==> config.mk <==
export PLATFORM = sky130hd
export DESIGN_NAME = thermal_trip_event_selector_top
export DESIGN_NICKNAME = d
export VERILOG_FILES = /design/src/rtl/ttes_pkg.sv /design/src/rtl/thermal_trip_event_selector_top.sv /design/src/rtl/ttes_step.sv /design/src/rtl/ttes_fifo.sv
export SDC_FILE = /design/constraint.sdc
export NUM_CORES = 2
export LEC_CHECK = 0
export BUFFER_PORTS_ARGS = -buffer_cell sky130_fd_sc_hd__clkbuf_2
export CAP_MARGIN = 15
export CELL_PAD_IN_SITES_DETAIL_PLACEMENT = 1
export CELL_PAD_IN_SITES_GLOBAL_PLACEMENT = 1
export CORE_MARGIN = 3
export CORE_UTILIZATION = 49
export CTS_CLUSTER_SIZE = 10
export DETAILED_ROUTE_END_ITERATION = 16
export HOLD_SLACK_MARGIN = 0.03
export PLACE_DENSITY_LB_ADDON = 0.08
export SLEW_MARGIN = 20
export SYNTH_ARGS = -nofsm -noshare
export SYNTH_HDL_FRONTEND = slang
export SYNTH_SLANG_ARGS = --single-unit
==> constraint.sdc <==
create_clock -name aclk -period 11.9 [get_ports aclk]
set_clock_uncertainty 0.05 [all_clocks]
set_input_delay 1.19 -clock aclk [delete_from_list [all_inputs] [get_ports aclk]]
set_output_delay 1.19 -clock aclk [all_outputs]
set_load 0.005 [all_outputs]
==> src/rtl/ttes_pkg.sv <==
// Package for the thermal trip event selector: field widths, tdata layout,
// zone accumulator, record and event types, event kind codes.
// No dependencies.
package ttes_pkg;

    localparam int TEMP_W  = 18;
    localparam int HYST_W  = 17;
    localparam int ID_W    = 4;
    localparam int STAMP_W = 48;
    localparam int CPT_W   = TEMP_W + 1;

    // Input tdata layout, lowest bit first
    localparam int S_ZT_LSB    = 0;
    localparam int S_TT_LSB    = S_ZT_LSB + TEMP_W;
    localparam int S_HY_LSB    = S_TT_LSB + TEMP_W;
    localparam int S_ID_LSB    = S_HY_LSB + HYST_W;
    localparam int S_HS_LSB    = S_ID_LSB + ID_W;
    localparam int S_CS_LSB    = S_HS_LSB + STAMP_W;
    localparam int S_RAW_W     = S_CS_LSB + STAMP_W;
    localparam int S_TDATA_W   = ((S_RAW_W + 7) / 8) * 8;
    localparam int S_TUSER_W   = 3;
    localparam int S_U_HASTRIP = 0;
    localparam int S_U_ZONEEND = 1;
    localparam int S_U_FIRST   = 2;

    // Output tdata layout, lowest bit first
    localparam int M_ID_LSB  = 0;
    localparam int M_ST_LSB  = M_ID_LSB + ID_W;
    localparam int M_RAW_W   = M_ST_LSB + STAMP_W;
    localparam int M_TDATA_W = ((M_RAW_W + 7) / 8) * 8;

    localparam int FIFO_DEPTH_DEF = 4;

    localparam logic EV_HEAT = 1'b0;
    localparam logic EV_COOL = 1'b1;

    typedef struct packed {
        logic                      low_valid;
        logic signed [TEMP_W-1:0]  low_point;
        logic                      heat_valid;
        logic signed [TEMP_W-1:0]  heat_val;
        logic [ID_W-1:0]           heat_id;
        logic [STAMP_W-1:0]        heat_stamp;
        logic                      cool_valid;
        logic signed [CPT_W-1:0]   cool_val;
        logic [ID_W-1:0]           cool_id;
        logic [STAMP_W-1:0]        cool_stamp;
        logic signed [TEMP_W-1:0]  temp;
    } zone_acc_t;

    typedef struct packed {
        logic signed [TEMP_W-1:0]  zone_temp;
        logic                      has_trip;
        logic signed [TEMP_W-1:0]  trip_temp;
        logic [HYST_W-1:0]         trip_hyst;
        logic [ID_W-1:0]           trip_id;
        logic [STAMP_W-1:0]        heating_stamp;
        logic [STAMP_W-1:0]        cooling_stamp;
        logic                      zone_end;
        logic                      scan_end;
        logic                      first_scan;
    } record_t;

    typedef struct packed {
        logic                event_kind;
        logic [ID_W-1:0]     event_trip;
        logic [STAMP_W-1:0]  event_stamp;
        logic                last_event;
    } event_t;

    typedef struct packed {
        zone_acc_t   cur_next;
        zone_acc_t   best_next;
        logic        best_valid_next;
        logic [1:0]  ev_count;
        event_t      ev0;
        event_t      ev1;
    } step_t;

endpackage

==> src/rtl/thermal_trip_event_selector_top.sv <==
// Top level of the thermal trip event selector: input register, zone
// accumulators, scan-end decision (ttes_step) and result queue (ttes_fifo).
// Depends on ttes_pkg.
//
//  channel | dir | tdata (low bit up)                          | tuser                | tlast
//  --------+-----+---------------------------------------------+----------------------+----------
//  s_      | in  | zone_temp, trip_temp, trip_hyst, trip_id,   | has_trip, zone_end,  | scan_end
//          |     | heating_stamp, cooling_stamp, zero pad      | first_scan           |
//  m_      | out | event_trip, event_stamp, zero pad           | event_kind           | last_event
//
// One trip record is taken per cycle while s_tready is high. A record waits in the
// input register, is folded into the zone accumulators as it leaves, and any
// event is written into the result queue; the first event shows on m_ from the
// queue head once written. A scan that ends in a cooling event on the first scan
// yields two words, which drain one per cycle while m_tready is high through the
// single read port of the queue. Input is held back only while a record waits in
// the input register and the queue lacks room for two words.
// Synchronous active-low reset clears all accumulators and the queue at once.
module thermal_trip_event_selector_top #(
    parameter int FIFO_DEPTH = ttes_pkg::FIFO_DEPTH_DEF
) (
    input  logic                             aclk,
    input  logic                             aresetn,
    input  logic                             s_tvalid,
    output logic                             s_tready,
    // zone_temp, trip_temp, trip_hyst, trip_id, heating_stamp, cooling_stamp
    input  logic [ttes_pkg::S_TDATA_W-1:0]   s_tdata,
    // has_trip, zone_end, first_scan
    input  logic [ttes_pkg::S_TUSER_W-1:0]   s_tuser,
    input  logic                             s_tlast,
    output logic                             m_tvalid,
    input  logic                             m_tready,
    // event_trip, event_stamp
    output logic [ttes_pkg::M_TDATA_W-1:0]   m_tdata,
    // event_kind
    output logic [0:0]                       m_tuser,
    output logic                             m_tlast
);

    ttes_pkg::record_t   rec_reg, rec_next;
    logic                in_valid_reg;
    ttes_pkg::zone_acc_t cur_reg, best_reg;
    logic                best_valid_reg;
    ttes_pkg::step_t     step;
    logic                room;
    logic                consume;
    logic [1:0]          push_count;
    logic                head_valid;
    ttes_pkg::event_t    head;

    // Unpack the incoming word
    always_comb begin
        rec_next.zone_temp     = s_tdata[ttes_pkg::S_ZT_LSB +: ttes_pkg::TEMP_W];
        rec_next.trip_temp     = s_tdata[ttes_pkg::S_TT_LSB +: ttes_pkg::TEMP_W];
        rec_next.trip_hyst     = s_tdata[ttes_pkg::S_HY_LSB +: ttes_pkg::HYST_W];
        rec_next.trip_id       = s_tdata[ttes_pkg::S_ID_LSB +: ttes_pkg::ID_W];
        rec_next.heating_stamp = s_tdata[ttes_pkg::S_HS_LSB +: ttes_pkg::STAMP_W];
        rec_next.cooling_stamp = s_tdata[ttes_pkg::S_CS_LSB +: ttes_pkg::STAMP_W];
        rec_next.has_trip      = s_tuser[ttes_pkg::S_U_HASTRIP];
        rec_next.zone_end      = s_tuser[ttes_pkg::S_U_ZONEEND];
        rec_next.first_scan    = s_tuser[ttes_pkg::S_U_FIRST];
        rec_next.scan_end      = s_tlast;
    end

    // Advance the held record once the queue can take a worst-case pair
    assign consume    = in_valid_reg & room;
    assign s_tready   = !in_valid_reg | room;
    assign push_count = consume ? step.ev_count : 2'd0;

    always_ff @(posedge aclk) begin
        if (s_tvalid && s_tready) begin
            rec_reg <= rec_next;
        end
    end

    always_ff @(posedge aclk) begin
        if (!aresetn) begin
            in_valid_reg   <= 1'b0;
            cur_reg        <= '0;
            best_reg       <= '0;
            best_valid_reg <= 1'b0;
        end else begin
            if (s_tready) begin
                in_valid_reg <= s_tvalid;
            end
            if (consume) begin
                cur_reg        <= step.cur_next;
                best_reg       <= step.best_next;
                best_valid_reg <= step.best_valid_next;
            end
        end
    end

    ttes_step u_step (
        .rec        (rec_reg),
        .cur        (cur_reg),
        .best       (best_reg),
        .best_valid (best_valid_reg),
        .step       (step)
    );

    ttes_fifo #(
        .DEPTH (FIFO_DEPTH)
    ) u_fifo (
        .aclk       (aclk),
        .aresetn    (aresetn),
        .push_count (push_count),
        .push0      (step.ev0),
        .push1      (step.ev1),
        .room       (room),
        .pop        (m_tvalid & m_tready),
        .head_valid (head_valid),
        .head       (head)
    );

    // Pack the outgoing word
    always_comb begin
        m_tdata = '0;
        m_tdata[ttes_pkg::M_ID_LSB +: ttes_pkg::ID_W]    = head.event_trip;
        m_tdata[ttes_pkg::M_ST_LSB +: ttes_pkg::STAMP_W] = head.event_stamp;
    end
    assign m_tvalid   = head_valid;
    assign m_tuser[0] = head.event_kind;
    assign m_tlast    = head.last_event;

    // Events only come out of a scan-end record
    a_event_on_scan_end: assert property (@(posedge aclk) disable iff (!aresetn)
        (consume && (step.ev_count != 2'd0)) |-> rec_reg.scan_end)
        else $error("event produced on a record that does not end the scan");

    // A pair is always heating (not last) followed by cooling (last)
    a_pair_order: assert property (@(posedge aclk) disable iff (!aresetn)
        (consume && (step.ev_count == 2'd2)) |->
        ((step.ev0.event_kind == ttes_pkg::EV_HEAT) && !step.ev0.last_event &&
         (step.ev1.event_kind == ttes_pkg::EV_COOL) && step.ev1.last_event))
        else $error("event pair out of order");

    // Scan end returns the best-zone tracking to its reset state
    a_scan_clears: assert property (@(posedge aclk) disable iff (!aresetn)
        (consume && rec_reg.scan_end) |=> (!best_valid_reg && !cur_reg.low_valid))
        else $error("zone state not cleared after scan end");

endmodule

==> src/rtl/ttes_step.sv <==
// Per-record update of the zone accumulators and scan-end event decision.
// Purely combinational; depends on ttes_pkg.
module ttes_step (
    input  ttes_pkg::record_t   rec,
    input  ttes_pkg::zone_acc_t cur,
    input  ttes_pkg::zone_acc_t best,
    input  logic                best_valid,
    output ttes_pkg::step_t     step
);

    ttes_pkg::zone_acc_t                 cur_upd;
    ttes_pkg::zone_acc_t                 best_m;
    logic signed [ttes_pkg::CPT_W-1:0]   cool_point;
    logic signed [ttes_pkg::CPT_W-1:0]   ztemp_ext;
    logic                                zone_done;
    logic                                take_zone;
    logic                                pick_cool;
    logic                                any_ev;
    logic [ttes_pkg::ID_W-1:0]           ev_id;
    logic [ttes_pkg::STAMP_W-1:0]        ev_stamp;

    assign cool_point = $signed({rec.trip_temp[ttes_pkg::TEMP_W-1], rec.trip_temp})
                      - $signed({2'b00, rec.trip_hyst});
    assign ztemp_ext  = $signed({rec.zone_temp[ttes_pkg::TEMP_W-1], rec.zone_temp});
    assign zone_done  = rec.zone_end | rec.scan_end;

    // Fold this record into the zone in progress
    always_comb begin
        cur_upd = cur;
        if (rec.has_trip) begin
            if (!cur.low_valid || ($signed(rec.trip_temp) < $signed(cur.low_point))) begin
                cur_upd.low_valid = 1'b1;
                cur_upd.low_point = rec.trip_temp;
            end
            if (($signed(rec.zone_temp) > $signed(rec.trip_temp)) &&
                (!cur.heat_valid || ($signed(cur.heat_val) < $signed(rec.trip_temp)))) begin
                cur_upd.heat_valid = 1'b1;
                cur_upd.heat_val   = rec.trip_temp;
                cur_upd.heat_id    = rec.trip_id;
                cur_upd.heat_stamp = rec.heating_stamp;
            end
            // later equal cooling points replace earlier ones
            if ((ztemp_ext <= cool_point) &&
                (!cur.cool_valid || ($signed(cur.cool_val) >= cool_point))) begin
                cur_upd.cool_valid = 1'b1;
                cur_upd.cool_val   = cool_point;
                cur_upd.cool_id    = rec.trip_id;
                cur_upd.cool_stamp = rec.cooling_stamp;
            end
        end
        if (zone_done) begin
            cur_upd.temp = rec.zone_temp;
        end
    end

    // Strictly hotter zone replaces the best one, so the first zone wins ties
    assign take_zone = !best_valid || ($signed(rec.zone_temp) > $signed(best.temp));

    always_comb begin
        best_m = best;
        if (zone_done && take_zone) begin
            best_m = cur_upd;
        end
    end

    // Scan-end decision on the merged best zone
    always_comb begin
        pick_cool = 1'b0;
        any_ev    = 1'b1;
        if (best_m.heat_valid && best_m.cool_valid) begin
            pick_cool = best_m.cool_stamp > best_m.heat_stamp;
        end else if (best_m.cool_valid) begin
            pick_cool = 1'b1;
        end else if (!best_m.heat_valid) begin
            any_ev = 1'b0;
        end
        ev_id    = pick_cool ? best_m.cool_id    : best_m.heat_id;
        ev_stamp = pick_cool ? best_m.cool_stamp : best_m.heat_stamp;
        // drop a never-stamped event while the zone sits below its lowest trip
        if ((ev_stamp == '0) && best_m.low_valid &&
            ($signed(best_m.temp) < $signed(best_m.low_point))) begin
            any_ev = 1'b0;
        end
    end

    always_comb begin
        step.cur_next        = zone_done ? '0 : cur_upd;
        step.best_next       = rec.scan_end ? '0 : best_m;
        step.best_valid_next = rec.scan_end ? 1'b0 : (best_valid | zone_done);
        step.ev_count        = 2'd0;
        step.ev0.event_kind  = ttes_pkg::EV_HEAT;
        step.ev0.event_trip  = ev_id;
        step.ev0.event_stamp = ev_stamp;
        step.ev0.last_event  = 1'b1;
        step.ev1.event_kind  = ttes_pkg::EV_COOL;
        step.ev1.event_trip  = ev_id;
        step.ev1.event_stamp = ev_stamp;
        step.ev1.last_event  = 1'b1;
        if (rec.scan_end && any_ev) begin
            if (!pick_cool) begin
                step.ev_count = 2'd1;
            end else if (rec.first_scan) begin
                step.ev_count       = 2'd2;
                step.ev0.last_event = 1'b0;
            end else begin
                step.ev_count       = 2'd1;
                step.ev0.event_kind = ttes_pkg::EV_COOL;
            end
        end
    end

endmodule

==> src/rtl/ttes_fifo.sv <==
// Small result queue: takes up to two events per cycle, hands out one.
// Depends on ttes_pkg for the event type.
module ttes_fifo #(
    parameter int DEPTH = ttes_pkg::FIFO_DEPTH_DEF
) (
    input  logic             aclk,
    input  logic             aresetn,
    input  logic [1:0]       push_count,
    input  ttes_pkg::event_t push0,
    input  ttes_pkg::event_t push1,
    output logic             room,
    input  logic             pop,
    output logic             head_valid,
    output ttes_pkg::event_t head
);

    localparam int PTR_W = (DEPTH > 1) ? $clog2(DEPTH) : 1;
    localparam int CNT_W = $clog2(DEPTH + 1);

    ttes_pkg::event_t mem [DEPTH];
    logic [PTR_W-1:0] wr_ptr_reg, wr_ptr_next, wr1, wr2;
    logic [PTR_W-1:0] rd_ptr_reg, rd_ptr_next;
    logic [CNT_W-1:0] count_reg, count_next;

    function automatic logic [PTR_W-1:0] ptr_inc(input logic [PTR_W-1:0] p);
        ptr_inc = (p == PTR_W'(DEPTH - 1)) ? '0 : p + PTR_W'(1);
    endfunction

    assign wr1 = ptr_inc(wr_ptr_reg);
    assign wr2 = ptr_inc(wr1);

    always_comb begin
        case (push_count)
            2'd1:    wr_ptr_next = wr1;
            2'd2:    wr_ptr_next = wr2;
            default: wr_ptr_next = wr_ptr_reg;
        endcase
        rd_ptr_next = pop ? ptr_inc(rd_ptr_reg) : rd_ptr_reg;
        count_next  = count_reg + CNT_W'(push_count) - CNT_W'(pop);
    end

    assign room       = count_reg <= CNT_W'(DEPTH - 2);
    assign head_valid = count_reg != '0;
    assign head       = mem[rd_ptr_reg];

    always_ff @(posedge aclk) begin
        if (push_count != 2'd0) begin
            mem[wr_ptr_reg] <= push0;
        end
        if (push_count == 2'd2) begin
            mem[wr1] <= push1;
        end
    end

    always_ff @(posedge aclk) begin
        if (!aresetn) begin
            wr_ptr_reg <= '0;
            rd_ptr_reg <= '0;
            count_reg  <= '0;
        end else begin
            wr_ptr_reg <= wr_ptr_next;
            rd_ptr_reg <= rd_ptr_next;
            count_reg  <= count_next;
        end
    end

endmodule

Yosys cells after proc, flatten, opt, wreduce, memory -nomap -nowiden
Memories as Yosys holds them, arrays and structs flattened. A register that Yosys moved wholly into a read port is not among the register bits.
Index checks and enable logic that the tools add are counted.
- register bits: 489
- output and inout bits: 60
- memories kept: 1
- logic and storage cells: 117
- input bits: 168
- memory bits (writable): 216
- muxes and demuxes: 35
- equality and inequality tests: 5
- reduce and logical (&&, ||, !) cells: 21
- bitwise logic cells: 5
- order comparisons: 9
- add/sub/neg operators: 6
- memory list (name ; depth ; width ; read ports ; clocked after memory_dff ; write ports ; RTL line ; source):
    u_fifo.mem ; 4 ; 54 ; 1 ; 1 ; 2 ; ttes_fifo.sv:20 ; ttes_pkg::event_t mem [DEPTH];
- operators by type and width (cell ; number):
    $mux 180 ; 3
    $mux 162 ; 1
    $mux 72 ; 1
    $mux 71 ; 1
    $lt 18x18->1 ; 3
    $gt 48x48->1 ; 1
    $logic_not 48->1 ; 1
    $mux 48 ; 1
    $gt 18x18->1 ; 2
    $ge 19x19->1 ; 1
    $le 18x19->1 ; 1
    $mux 19 ; 1
    $sub 18x18->19 ; 1
    $mux 18 ; 1
    $mux 2 ; 8
    $mux 1 ; 15
    $eq 2x2->1 const B ; 4
    $logic_and 1x1->1 ; 8
    $add 2x1->2 const B ; 3
    $logic_not 1->1 ; 5
    $logic_or 1x1->1 ; 4
    $mux 4 ; 1
    $pmux 2 s2 ; 1
    $reduce_bool 2->1 ; 2
    other kinds (8) ; 11

Longest topological paths before layout
- depth in word-level cells: 20
- gate-level depth with buffers: 52
- depth with buffers taken out: 46

Hierarchy
Synthesis repeated with hierarchy kept, for this count alone.
- cells, all modules: 4388
- area, all modules: 41797.6 µm²
- modules (own cells, without submodules) (module ; sequential area each (µm²) ; area each (µm²) ; cells an instance ; times used):
    thermal_trip_event_selector_top ; 11961.5 ; 18438.9 ; 1817 ; 1
    ttes_step ; 0.0 ; 12126.6 ; 1990 ; 1
    ttes_fifo ; 6666.4 ; 11232.0 ; 581 ; 1

Worst setup path after synthesis
Ideal clock, no wire load.
- kind: reg2reg
- from: reg rec_reg[124] in the netlist's numbering
- to: mem u_fifo.mem[0][10] in the netlist's numbering (enable)
- stages on the path, launching flop included: 48
- arrival time: 10.308 ns
- setup slack: 1.135 ns
- setup time: 0.406 ns
- path through: edfxtp_1 > ha_1 > a21o_1 > a21o_1 > or2_2 > a21o_1 > a21o_1 > a21o_1 > a21oi_1 > xor2_1 > ha_1 > nand4_1 > nor4_1 > o21ai_0 > a31oi_1 > o221ai_1 > a211o_1 > o311ai_2 > (+12 left out) > a21boi_0 > a311oi_1 > a21oi_1 > o21ai_0 > o211ai_1 > o311a_1 > or4b_1 > o21ai_1 > and4_1 > buf_2 > or3_1 > ha_1 > clkbuf_1 > nand2_1 > and2_1 > clkbuf_1 > clkbuf_1 > inv_1
- RTL lines (what ; RTL line ; source):
    start: declaration ; thermal_trip_event_selector_top.sv:40 ; ttes_pkg::record_t rec_reg, rec_next;
    start signal: assignment ; thermal_trip_event_selector_top.sv:72 ; rec_reg <= rec_next;
    end: declaration ; ttes_fifo.sv:20 ;

==> impl_metrics.py <==
metrics = {
    "cells_and_area": {
        "fin_nets": 3900,
        "fin_util": 0.574,
        "instances_no_fill": 4531,
        "drive_gt1_frac": 0.157,
        "syn_to_final_growth_pct": 15.2,
        "fillCellCount": 7446,
        "antenna_cells": 0,
        "largest_reg_flops": 216,
    },
    "drt": {
        "wire_per_inst_um": 24.9,
        "via_per_inst": 6.02,
        "route.vias.total": 27300,
        "drt-initial-drc-count": 2028,
        "ant_nets": 0,
        "drc_errors": 0,
        "drtPass1Iterations": 5,
        "drt_wl_total_um": 113000,
    },
    "global_route": {
        "grt_pass1_vias": 28800,
        "grt_pass1_wl_um": 173000,
        "overflow": 0,
        "grt_usage": 0.304,
        "grt_max_degree": 132,
        "antenna_found_initial": 2,
    },
    "clock_network": {
        "clk_pin_slew_ns": 0.05,
        "postCtsHoldBufs": 0,
        "insertion_delay_ns": 0.63,
        "cts_tree": "yes",
        "cts_max_level": 3,
        "numCtsBuffers": 83,
        "clockRootBuffer": "clkbuf_16",
        "clock_path_buffers": 3,
        "clock-sinks": 693,
    },
    "setup_path": {
        "critPathCaptureType": "register",
        "critPathMaxStageDelay_ns": 0.57,
        "path_buf_inv": 3,
        "slowest_stage": "or4_1",
        "reg2reg_from": "rec_reg[124]$_DFFE_PP_",
        "required_ns": 12.14,
        "worstRegToRegCells": 41,
        "worst_setup_path_start_kind": "register",
        "crit_fanout": 41,
        "regToRegSetupSlack_ns": 0.40,
        "r2r_end": "u_fifo.mem[2][27]$_DFFE_PP_",
        "cp.arrival_ns": 11.74,
        "critPathKind": "reg -> reg",
        "critical-path-top-delay-family": "compound AO/OA/AOI/OAI gates",
    },
    "sta": {
        "slew_viol_final": 0,
        "finalSetupViolations": 0,
        "period_minus_slack_ns": 11.50,
        "fin_crit_sh": 0.967,
        "setup_ws_ns": 0.396,
        "clock.fmax_mhz": 86.9,
        "tightest_slew_ns": 1.06,
        "relSlewSlack": 0.289,
        "hold_viol": 0,
    },
    "floorplanning": {
        "die_area_sq_um": 73600,
        "core_area_sq_um": 69200,
        "ios": 228,
        "start_util": 0.498,
        "die_y_um": 271,
        "rows": 96,
        "die_w_um": 271,
    },
    "run": {
        "max_cap_viol_count": 0,
    },
    "pwr": {
        "cellLeakagePower_nw": 14.7,
        "power.total_w": 0.00660,
        "power_density_nw_per_um2": 166,
        "ir_worst_vdd_mv": 0.126,
    },
    "min_path": {
        "holdPathStages": 2,
        "hold_path_end": "u_fifo.mem[2][0]$_SDFFE_PP1N_",
        "min-delay-start": "u_fifo.mem[2][0]$_SDFFE_PP1N_",
        "hp-class": "reg -> reg",
    },
    "synthesis": {
        "ys_warn_count": 0,
        "synth_edf_count": 365,
        "synthFlopType": "edfxtp_1",
        "synth-seq-cells": 693,
        "yosysSeqAreaShare": 0.509,
        "synthDistinctLibCells": 88,
        "syn_area_sq_um": 34500,
        "async_reset_ff_frac": 0,
        "synthCells": 3306,
        "avgSynthCellArea_sq_um": 10.4,
    },
    "placed_design": {
        "dpl.hpwl_um": 80800,
        "place_congestion": 0.924,
        "dpl_worst_slack_ns": 0.399,
        "io_buffers": 216,
        "dp_cells": 4374,
    },
    "status": {
        "status": "complete, no violations",
    },
}
tightest hold or removal path, cell delays in order, from the launching register on:
cell and delay, ns:
dfxtp_1 0.31, inv_1 0.05, a32oi_1 0.05
cell families (layout without fill, tap and decap cells):
family / after synthesis / in the layout / synth area share
buf+inv: 355 / 646 / 0.0398
flops: 693 / 693 / 0.509
simple gates: 1114 / 1114 / 0.159
other cells: 1 / 4 / 0.000109
xor+xnor: 20 / 20 / 0.00548
fa+ha+maj: 195 / 195 / 0.0712
mux: 158 / 158 / 0.0655
compound gates: 770 / 770 / 0.150
cell usage after synthesis, drive strengths merged (13+ instances only):
library cell	n	share of area
or3	14	0.0025
a31oi	62	0.011
mux4	54	0.035
a21o	51	0.011
nand3	26	0.0038
a21oi	146	0.021
nor4	37	0.0067
edfxtp	365	0.32
dfxtp	328	0.19
nor2	366	0.040
nor2b	293	0.053
buf	36	0.0050
nand2	235	0.026
mux2i	103	0.030
a22oi	253	0.055
nand3b	13	0.0028
clkbuf	179	0.019
a211oi	15	0.0036
ha	192	0.070
nand2b	17	0.0031
nand4	32	0.0058
nor3	23	0.0033
and2	29	0.0053
o21ai	135	0.020
inv	140	0.015
o211ai	19	0.0047
placed cells by master (no fill, tap or decap), types with 6 or more instances in the layout:
cell type	netlist	routed
nand3_1	26	26
nor2b_1	293	293
and2_1	29	24
xnor2_1	8	8
xor2_1	11	11
clkbuf_8	0	10
clkbuf_16	0	83
nand2b_1	17	17
a21o_1	51	51
nor4_1	37	36
o211ai_1	17	17
nand2_1	235	234
o21ai_1	13	12
a31oi_1	62	62
nand3b_1	13	13
o21ai_0	122	120
a21boi_0	8	8
a22oi_1	253	253
nand4_1	32	32
clkbuf_2	0	215
dfxtp_1	328	326
a32oi_1	6	6
mux2i_1	103	99
edfxtp_1	365	365
ha_1	192	192
mux4_2	54	54
buf_4	4	132
nor3_1	23	20
buf_12	0	11
inv_1	140	136
o21a_1	10	10
a211oi_1	13	12
or3_1	14	14
a21oi_1	145	145
clkbuf_1	179	45
nor2_1	364	363
where the power goes:
group / internal (W) / total [W] / switching, W
registers: 0.00261 / 0.00273 / 0.000112
logic: 0.000571 / 0.00152 / 0.000947
clock network: 0.00136 / 0.00236 / 0.000995
layer usage:
layer,global-route usage,part of all wire,vias up,wire [um]
met4,0.152,0.056,0,6260
met5,0,0,-,0
li1,-,-,12500,-
met2,0.530,0.50,786,56200
met3,0.0418,0.049,244,5490
met1,0.369,0.40,13800,44800
timing repair:
action                                  CTS  global route
resized for setup                         0             6
hold endpoints to repair                  0             0
setup buffers                             0            10
endpoints found under the setup margin    0           420
through the flow:
| step | instance area, sq um | setup TNS [ns] | hold slack [ns] |
|---|---|---|---|
| global route | 39700 | -0.130 | 0.413 |
| global placement | 37100 | 0 | 0.380 |
| CTS | 39600 | 0 | 0.403 |
| floorplan | 34500 | 0 | 0.370 |
| detailed placement | 37100 | 0 | 0.395 |
| finish | 39700 | 0 | 0.403 |
cell type report:
type,instances,area [sq um],share of cell area
repair buffers,359,2300,0.0579
inverters,140,526,0.0132
clock buffers,138,2380,0.0600
flip-flops and latches,693,17500,0.442
clock inverters,9,87.6,0.00221
well taps,931,1160,0.0293
multi-input cells,2261,15700,0.396
worst max-delay path by stage:
| stage | from | endpoint | slack, ns | cells past startpoint |
|---|---|---|---|---|
| 4_1_cts | rec_reg[127]$_DFFE_PP_ | u_fifo.mem[2][26]$_DFFE_PP_ | 0.28 | 41 |
| 2_1_floorplan | rec_reg[124]$_DFFE_PP_ | u_fifo.mem[0][10]$_DFFE_PP_ | 1.14 | 47 |
| 6_report | rec_reg[124]$_DFFE_PP_ | u_fifo.mem[2][27]$_DFFE_PP_ | 0.40 | 41 |
| 3_5_place_dp | rec_reg[127]$_DFFE_PP_ | u_fifo.mem[0][34]$_DFFE_PP_ | 0.40 | 41 |
| 3_3_place_gp | rec_reg[129]$_DFFE_PP_ | u_fifo.mem[3][19]$_DFFE_PP_ | 0.73 | 41 |
| 5_1_grt | rec_reg[124]$_DFFE_PP_ | u_fifo.mem[0][37]$_DFFE_PP_ | -0.008 | 41 |
Power figures use the tool's default switching activity.
